==> src/lkvc_pkg.sv <==
// lkvc_pkg: shared constants and types for the lru key/value cache
// no dependencies
`timescale 1ns / 1ps
package lkvc_pkg;
  localparam int unsigned MaxEntries = 16;
  localparam int unsigned KeyBits    = 32;
  localparam int unsigned ValueBits  = 32;
  localparam int unsigned IdxBits    = $clog2(MaxEntries);
  localparam int unsigned CntBits    = $clog2(MaxEntries + 1);
  localparam int unsigned CapBits    = 5;

  localparam logic OpGet = 1'b0;
  localparam logic OpPut = 1'b1;

  typedef logic [IdxBits-1:0] idx_t;
  typedef logic [CntBits-1:0] cnt_t;

  // operation word entering the cache
  typedef struct packed {
    logic                        operation;
    logic signed [KeyBits-1:0]   key;
    logic signed [ValueBits-1:0] value;
  } req_t;

  // result word
  typedef struct packed {
    logic                        found;
    logic signed [ValueBits-1:0] read_value;
    logic                        evicted;
  } rsp_t;
endpackage

==> src/lkvc_req_if.sv <==
// lkvc_req_if: valid/ready channel carrying an operation word
// depends on lkvc_pkg
`timescale 1ns / 1ps
interface lkvc_req_if;
  logic valid;
  logic ready;
  lkvc_pkg::req_t data;
  modport source (output valid, output data, input ready);
  modport sink (input valid, input data, output ready);
endinterface

==> src/lkvc_rsp_if.sv <==
// lkvc_rsp_if: valid/ready channel carrying a result word
// depends on lkvc_pkg
`timescale 1ns / 1ps
interface lkvc_rsp_if;
  logic valid;
  logic ready;
  lkvc_pkg::rsp_t data;
  modport source (output valid, output data, input ready);
  modport sink (input valid, input data, output ready);
endinterface

==> src/lkvc_ram.sv <==
// lkvc_ram: generic single-port-write, registered-read ram
// no dependencies
`timescale 1ns / 1ps
module lkvc_ram #(
  parameter int unsigned Width = 32,
  parameter int unsigned Depth = 16
) (
  input  logic                     clk_i,
  input  logic                     we_i,
  input  logic [$clog2(Depth)-1:0] waddr_i,
  input  logic [Width-1:0]         wdata_i,
  input  logic [$clog2(Depth)-1:0] raddr_i,
  output logic [Width-1:0]         rdata_o
);
  logic [Width-1:0] mem_q [Depth];

  // write port and registered read
  always_ff @(posedge clk_i) begin
    if (we_i) begin
      mem_q[waddr_i] <= wdata_i;
    end
    rdata_o <= mem_q[raddr_i];
  end
endmodule

==> src/lkvc_tags.sv <==
// lkvc_tags: per-entry keys, valid bits and age ranks; parallel match and victim pick
// depends on lkvc_pkg
`timescale 1ns / 1ps
module lkvc_tags (
  input  logic                         clk_i,
  input  logic                         rst_ni,
  input  logic                         clear_i,
  input  logic [lkvc_pkg::KeyBits-1:0] key_i,
  input  lkvc_pkg::cnt_t               cap_i,
  output logic                         hit_o,
  output logic                         full_o,
  output lkvc_pkg::idx_t               slot_o,
  output logic                         slot_ok_o,
  input  logic                         upd_i,
  input  logic                         ins_i,
  input  lkvc_pkg::idx_t               upd_slot_i
);
  import lkvc_pkg::*;

  logic [KeyBits-1:0] key_q [MaxEntries];
  logic [MaxEntries-1:0] valid_q;
  idx_t age_q [MaxEntries];
  cnt_t count_q;

  logic [MaxEntries-1:0] match, free, lru;
  idx_t hit_idx, free_idx, lru_idx;
  logic any_free, any_lru;

  // parallel compare and priority picks
  always_comb begin
    hit_idx = '0; free_idx = '0; lru_idx = '0;
    hit_o = 1'b0; any_free = 1'b0; any_lru = 1'b0;
    for (int i = 0; i < MaxEntries; i++) begin
      match[i] = valid_q[i] && (key_q[i] == key_i);
      free[i]  = !valid_q[i];
      lru[i]   = valid_q[i] && ({1'b0, age_q[i]} + cnt_t'(1) == count_q);
    end
    for (int i = MaxEntries - 1; i >= 0; i--) begin
      if (match[i]) begin hit_o = 1'b1; hit_idx = idx_t'(i); end
      if (free[i]) begin any_free = 1'b1; free_idx = idx_t'(i); end
      if (lru[i]) begin any_lru = 1'b1; lru_idx = idx_t'(i); end
    end
  end

  assign full_o    = !(count_q < cap_i);
  assign slot_o    = hit_o ? hit_idx : (full_o ? lru_idx : free_idx);
  assign slot_ok_o = hit_o || (full_o ? any_lru : any_free);

  // recency update: promote hit or fresh insert
  always_ff @(posedge clk_i or negedge rst_ni) begin
    if (!rst_ni) begin
      valid_q <= '0;
      count_q <= '0;
      for (int i = 0; i < MaxEntries; i++) age_q[i] <= '0;
    end else if (clear_i) begin
      valid_q <= '0;
      count_q <= '0;
      for (int i = 0; i < MaxEntries; i++) age_q[i] <= '0;
    end else if (upd_i || ins_i) begin
      for (int i = 0; i < MaxEntries; i++) begin
        if (idx_t'(i) == upd_slot_i) begin
          age_q[i] <= '0;
        end else if (valid_q[i] && (ins_i || age_q[i] < age_q[upd_slot_i])) begin
          age_q[i] <= age_q[i] + idx_t'(1);
        end
      end
      if (ins_i) begin
        valid_q[upd_slot_i] <= 1'b1;
        if (!full_o) count_q <= count_q + cnt_t'(1);
      end
    end
  end

  // key store
  always_ff @(posedge clk_i) begin
    if (ins_i) key_q[upd_slot_i] <= key_i;
  end
endmodule

==> src/lru_key_value_cache.sv <==
// lru_key_value_cache: fully associative key/value cache with lru replacement
// one operation at a time: a new word is taken only after the last result is handed off
// (lookup with value ram read, then write-back, then result handoff), plus any output stall
// reset (async, rst_ni low) empties the cache and sets capacity to 16
// writing capacity empties the cache, taking effect in the cycle after the write
`timescale 1ns / 1ps
module lru_key_value_cache (
  input  logic                          clk_i,
  input  logic                          rst_ni,
  input  logic                          cfg_we_i,
  input  logic [lkvc_pkg::CapBits-1:0]  cfg_wdata_i,
  lkvc_req_if.sink                      req,
  lkvc_rsp_if.source                    rsp
);
  import lkvc_pkg::*;

  typedef enum logic [1:0] {StIdle, StRead, StOut} state_e;
  state_e state_q;
  req_t   req_q;
  cnt_t   cap_q;
  rsp_t   rsp_q;
  idx_t   slot_q;
  logic   hit_q, ok_q, full_q;

  logic hit, full, slot_ok, upd, ins;
  idx_t slot;
  logic [ValueBits-1:0] rdata;
  logic [KeyBits-1:0] look_key;
  cnt_t cap_d;

  assign req.ready = (state_q == StIdle);
  assign rsp.valid = (state_q == StOut);
  assign rsp.data  = rsp_q;

  // capacity clamp
  always_comb begin
    if (cfg_wdata_i == '0) cap_d = cnt_t'(1);
    else if (cfg_wdata_i > CapBits'(MaxEntries)) cap_d = cnt_t'(MaxEntries);
    else cap_d = cnt_t'(cfg_wdata_i);
  end

  // lookup on the incoming word while idle, store the held key on insert
  assign look_key = (state_q == StIdle) ? req.data.key : req_q.key;

  lkvc_tags u_tags (
    .clk_i, .rst_ni,
    .clear_i   (cfg_we_i),
    .key_i     (look_key),
    .cap_i     (cap_q),
    .hit_o     (hit),
    .full_o    (full),
    .slot_o    (slot),
    .slot_ok_o (slot_ok),
    .upd_i     (upd),
    .ins_i     (ins),
    .upd_slot_i(slot_q)
  );

  // the read state commits the recency change
  assign upd = (state_q == StRead) && hit_q;
  assign ins = (state_q == StRead) && !hit_q && req_q.operation == OpPut && ok_q;

  lkvc_ram #(.Width(ValueBits), .Depth(MaxEntries)) u_values (
    .clk_i,
    .we_i   ((state_q == StRead) && req_q.operation == OpPut && (hit_q || ok_q)),
    .waddr_i(slot_q),
    .wdata_i(req_q.value),
    .raddr_i(slot),
    .rdata_o(rdata)
  );

  // sequencer
  always_ff @(posedge clk_i or negedge rst_ni) begin
    if (!rst_ni) begin
      state_q <= StIdle;
      cap_q   <= cnt_t'(MaxEntries);
    end else begin
      if (cfg_we_i) cap_q <= cap_d;
      case (state_q)
        StIdle: if (req.valid) begin
          req_q   <= req.data;
          state_q <= StRead;
        end
        StRead: begin
          rsp_q.found      <= hit_q;
          rsp_q.read_value <= (req_q.operation == OpPut) ? '0 : (hit_q ? rdata : '1);
          rsp_q.evicted    <= (req_q.operation == OpPut) && !hit_q && full_q && ok_q;
          state_q          <= StOut;
        end
        StOut: if (rsp.ready) state_q <= StIdle;
        default: state_q <= StIdle;
      endcase
    end
  end

  // lookup results captured with the ram read
  always_ff @(posedge clk_i) begin
    slot_q <= slot;
    hit_q  <= hit;
    ok_q   <= slot_ok;
    full_q <= full;
  end
endmodule
==> src/flat_wrapper.sv <==
// flat-port wrapper written by rule: the top's interface ports become plain ports
module lru_key_value_cache_flat import lkvc_pkg::*;
  (clk_i, rst_ni, cfg_we_i, cfg_wdata_i, req_valid, req_data, req_ready, rsp_valid, rsp_data, rsp_ready);
  lkvc_req_if req_i ();
  lkvc_rsp_if rsp_i ();
  input  logic clk_i;
  input  logic rst_ni;
  input  logic cfg_we_i;
  input  logic [lkvc_pkg::CapBits-1:0] cfg_wdata_i;
  input wire logic [$bits(req_i.valid)-1:0] req_valid;
  input wire logic [$bits(req_i.data)-1:0] req_data;
  output wire logic [$bits(req_i.ready)-1:0] req_ready;
  output wire logic [$bits(rsp_i.valid)-1:0] rsp_valid;
  output wire logic [$bits(rsp_i.data)-1:0] rsp_data;
  input wire logic [$bits(rsp_i.ready)-1:0] rsp_ready;
  assign req_i.valid = req_valid;
  assign req_i.data = req_data;
  assign req_ready = req_i.ready;
  assign rsp_valid = rsp_i.valid;
  assign rsp_data = rsp_i.data;
  assign rsp_i.ready = rsp_ready;
  lru_key_value_cache u_core (.clk_i(clk_i), .rst_ni(rst_ni), .cfg_we_i(cfg_we_i), .cfg_wdata_i(cfg_wdata_i), .req(req_i), .rsp(rsp_i));
endmodule
==> config.mk <==
export PLATFORM = sky130hd
export DESIGN_NAME = lru_key_value_cache_flat
export DESIGN_NICKNAME = d
export VERILOG_FILES = /design/src/lkvc_pkg.sv /design/src/lkvc_req_if.sv /design/src/lkvc_rsp_if.sv /design/src/lkvc_ram.sv /design/src/lkvc_tags.sv /design/src/lru_key_value_cache.sv /design/src/flat_wrapper.sv
export SDC_FILE = /design/constraint.sdc
export NUM_CORES = 2
export LEC_CHECK = 0
export ABC_AREA = 1
export ABC_CLOCK_PERIOD_IN_PS = 5800
export BUFFER_PORTS_ARGS = -buffer_cell sky130_fd_sc_hd__buf_4
export CORE_MARGIN = 4
export CORE_UTILIZATION = 35
export DETAILED_ROUTE_END_ITERATION = 10
export SKIP_CTS_REPAIR_TIMING = 1
export SLEW_MARGIN = 20
export SYNTH_ARGS = -nofsm -noshare
export SYNTH_HDL_FRONTEND = slang
export SYNTH_SLANG_ARGS = --single-unit
==> constraint.sdc <==
create_clock -name clk_i -period 5.8 [get_ports clk_i]
set_input_delay 1.74 -clock clk_i [delete_from_list [all_inputs] [get_ports clk_i]]
set_output_delay 1.74 -clock clk_i [all_outputs]
set_load 0.1 [all_outputs]
==> impl_metrics.csv <==
group,metric,value,unit
flow_run,drv_cap,0,
cells_and_area,drive_above_1_share,11.8,%
synth,syn_inst,5184,
power_and_ir_drop,irDropWorstVdd,389,µV
sta,skew,0.0353,ns
cells_and_area,multi_input_comb_area,0.0176,mm²
floorplanning,die-width,410,µm
sta,timing.final.crit_share,90.2,%
critical_path,path_max_fanout,38,
floorplanning,ios,111,
synth,synth_nets,5328,
clock_tree,cts-root-buf,"clkbuf_16",
power_and_ir_drop,power.density,423,mW/mm²
detailed_routing,drc_errors,0,
critical_path,required,6.50,ns
run_status,status,"completed",
power_and_ir_drop,swShare,34.7,%
placed_design,dp_slack,0.134,ns
floorplanning,design.core.area,0.161,mm²
critical_path,path_buf_inv,5,
sta,max_slew.worst_pin.slew,1.16,ns
cells_and_area,fillCellCount,15175,
cells_and_area,final_area,0.0659,mm²
cells_and_area,nNetsFinal,5568,
synth,synth_top_area_share,59.6,%
global_routing,grt_max_degree,82,
power_and_ir_drop,internal_power,0.0182,W
synth,synth_top_family_by_area,"simple AND/OR/NAND/NOR gates",
placed_design,post-dp-hpwl,108000,µm
cells_and_area,register_area,0.0368,mm²
synth,synth_adder_area_share,1.53,%
critical_path,crit_type,"reg -> reg",
synth,synth_xor_area_share,4.01,%
clock_tree,cts_max_level,4,
synth,synth_seq_area_share,65.1,%
sta,fmaxAchievable,191,MHz
power_and_ir_drop,power.leakage,25.0,nW
synth,ys.flop_type,"edfxtp_1",
detailed_routing,vias,40425,
critical_path,cp-start-kind,"flop",
floorplanning,row_count,147,
synth,synth.area.mux_share,0,%
global_routing,grt_overflow_total,0,
global_routing,grtUsageTotal,20.2,%
synth,ys_types,59,
placed_design,placedInstanceArea,0.0612,mm²
critical_path,cp_data_arrival_time,5.93,ns
sta,rsz0062_at_grt,"false",
floorplanning,dieArea,0.168,mm²
power_and_ir_drop,comb_power_share,28.2,%
global_routing,grt_pass1_vias,38670,
power_and_ir_drop,totalPowerFinal,0.0279,W
detailed_routing,dr.pass1.iters,6,
critical_path,crit_slowest_cell,"o21ai_4",
sta,finalMaxSlewViolations,0,
floorplanning,start_util,35.2,%
clock_tree,cts_tree,"built",
power_and_ir_drop,clockPowerShare,31.6,%
global_routing,grt_pass1_wl,255000,µm
detailed_routing,first_iter_violations,4524,
placed_design,port_buffers,110,
synth,avgSynthCellArea,10.9,µm²
synth,synth_area,0.0566,mm²
placed_design,routabilityCongestion,0.910,
clock_tree,clock_path_buffers,3,
synth,synth_edf_count,1123,
synth,postSynth.asyncResetShare,7.34,%
global_routing,antenna_found_initial,7,
sta,max-slew-margin-rel,22.6,%
power_and_ir_drop,p_sw,0.00968,W
synth,synth-warning-count,0,
clock_tree,clk_pin_slew,0.06,ns
sta,final.setup.tns,0,ns
sta,hold_viol_final,0,
synth,yosysTopAreaCell,"edfxtp_1",
critical_path,crit_family,"simple AND/OR/NAND/NOR gates",
synth,synth-compound-area-share,5.58,%
clock_tree,insertion_delay,0.79,ns
synth,synthTopCellsByArea,"edfxtp_1 60%, nand2_1 9.8%, nand3_1 4.7%, dfrtp_1 4.0%, xor2_1 3.2%",
critical_path,cp-end-kind,"flop",
critical_path,crit_top_cell,"nand2_1",
clock_tree,cts_made_buffers,141,
min_path,hold_class,"reg -> reg",
critical_path,max_stage_delay,0.64,ns
sta,layout_setup_ws,0.570,ns
synth,synth-seq-cells,1254,
synth,yosys.area_share.simple,19.3,%
power_and_ir_drop,sequentialPowerShare,40.1,%
cells_and_area,syn2layout_area_growth,16.6,%
detailed_routing,ant_nets,0,
detailed_routing,drt_wl_total,174000,µm
detailed_routing,vias_per_cell,5.25,
sta,fin_crit,5.23,ns
sta,setup_violations,0,
detailed_routing,routedWlPerCell,22.5,µm
clock_tree,clock_sinks,1254,
floorplanning,dieHeight,410,µm
worst register-to-register path, stage by stage, from the launching register on:
cell and delay [ns]:
dfrtp_1 0.41, inv_1 0.09, nand2_2 0.60, buf_4 0.33, nand2_1 0.10, nand2_1 0.48
buf_4 0.31, nand2_1 0.06, o21ai_0 0.07, nor2_1 0.05, nand2_1 0.10, nor4_1 0.06
nand2_1 0.09, nor2_1 0.04, nand2_1 0.12, and2_1 0.16, nand2_1 0.14, nor3_4 0.41
nand2_8 0.10, buf_4 0.17, o21ai_4 0.64, buf_12 0.30, nand2_1 0.10, nand3_1 0.09
nand3_1 0.08, nand2_1 0.07
sequential cells by signal, indices dropped and copies added (netlist names):
name,flops
u_core.u_tags.count_q,5
u_core.hit_q,1
u_core.u_tags.key_q,512
u_core.u_values.mem_q,512
u_core.req_q,65
u_core.state_q,2
u_core.u_values.rdata_o,32
u_core.u_tags.age_q,64
u_core.cap_q,5
u_core.ok_q,1
u_core.u_tags.valid_q,16
u_core.full_q,1
u_core.slot_q,4
u_core.rsp.data,34
kinds of logic (layout without fill, tap and decap cells):
logic type | count (synthesis) | count (layout)
other | 0 | 2
AOI/OAI and AO/OA | 494 | 494
DFF | 1254 | 1254
buffers and inverters | 546 | 902
xor gates and xnor gates | 259 | 259
adders and majority gates | 69 | 69
and+or+nand+nor | 2562 | 2562
power groups by stage:
stage	Clock, W	Sequential (W)	Combinational, W
floorplan	0	0.0114	0.00424
global placement	0	0.0114	0.00769
detailed placement	0	0.0114	0.00776
CTS	0.00896	0.0112	0.00780
global route	0.00938	0.0112	0.00839
finish	0.00881	0.0112	0.00787
cell type report:
type                    instances  area share (%)
flip-flops and latches       1254            55.8
multi-input cells            3384            26.6
clock buffers                 187            5.93
repair buffers                324            4.72
well taps                    2160            4.10
inverters                     319            1.82
clock inverters                72           0.962
diodes                          2         0.00759
per-layer routing:
layer / vias to the layer above / track usage [%] / routed length, µm
met4: 2 / 6.86 / 5570
met3: 312 / 3.87 / 14800
met1: 19805 / 27.3 / 71900
met2: 1784 / 32.7 / 81300
li1: 18522 / - / -
met5: - / 0 / 16
through the flow:
step	util [%]	hold WS, ns	std cells
after global routing	41.1	0.520	7700
after global placement	38.1	0.473	7434
after detailed placement	38.1	0.479	7435
after CTS	41.0	0.489	7694
after floorplan	-	0.439	5184
final	41.1	0.486	7702
final timing paths:
path / end / startpoint / slack [ns] / cells after the start
max: u_core.u_values.rdata_o[23] / u_core.state_q[1] / 0.57 / 25
max reg2reg: u_core.u_values.rdata_o[23] / u_core.state_q[1] / 0.57 / 25
min: u_core.cap_q[4] / u_core.cap_q[4] / 0.49 / 2
min reg2reg: u_core.cap_q[4] / u_core.cap_q[4] / 0.49 / 2
min in group asynchronous: u_core.u_tags.valid_q[8] / rst_ni / 0.91 / 1
max in group asynchronous: u_core.u_tags.age_q[63] / rst_ni / 3.67 / 2
synthesized netlist by cell type, types with 4 or more instances:
cell type and number:
nand4_1 47, xor2_1 205, or2_0 9, buf_6 34
o21ai_1 21, nor3_1 21, a21oi_1 83, nand2_2 25
and2_1 6, buf_2 98, a22oi_1 14, o21a_1 17
xnor2_1 54, a22o_1 17, inv_1 308, o2111ai_1 15
dfrtp_1 91, a221oi_1 19, buf_4 33, nand2_4 7
edfxtp_1 1123, or4_1 4, a211oi_1 28, a31oi_1 17
buf_1 11, and3_1 4, or2_2 22, nor3b_1 7
nor4_1 52, o22ai_1 73, or2_1 5, nand3_1 531
nor2_1 325, nand3b_1 6, o21ai_0 106, clkbuf_1 51
ha_1 69, o31ai_1 49, nand2_1 1482, o211ai_1 21
dfxtp_1 39, inv_2 8
cell usage in the layout (no fill, tap or decap), types with 54 or more instances in the layout:
cell type,count
inv_1,305
xor2_1,205
dfrtp_1,91
clkbuf_16,146
o22ai_1,73
ha_1,69
edfxtp_1,1123
xnor2_1,54
a21oi_1,82
nor2_1,289
nand3_1,531
nand2_1,1479
o21ai_0,106
buf_4,271
Note: power is estimated with default switching activity, not from simulation.
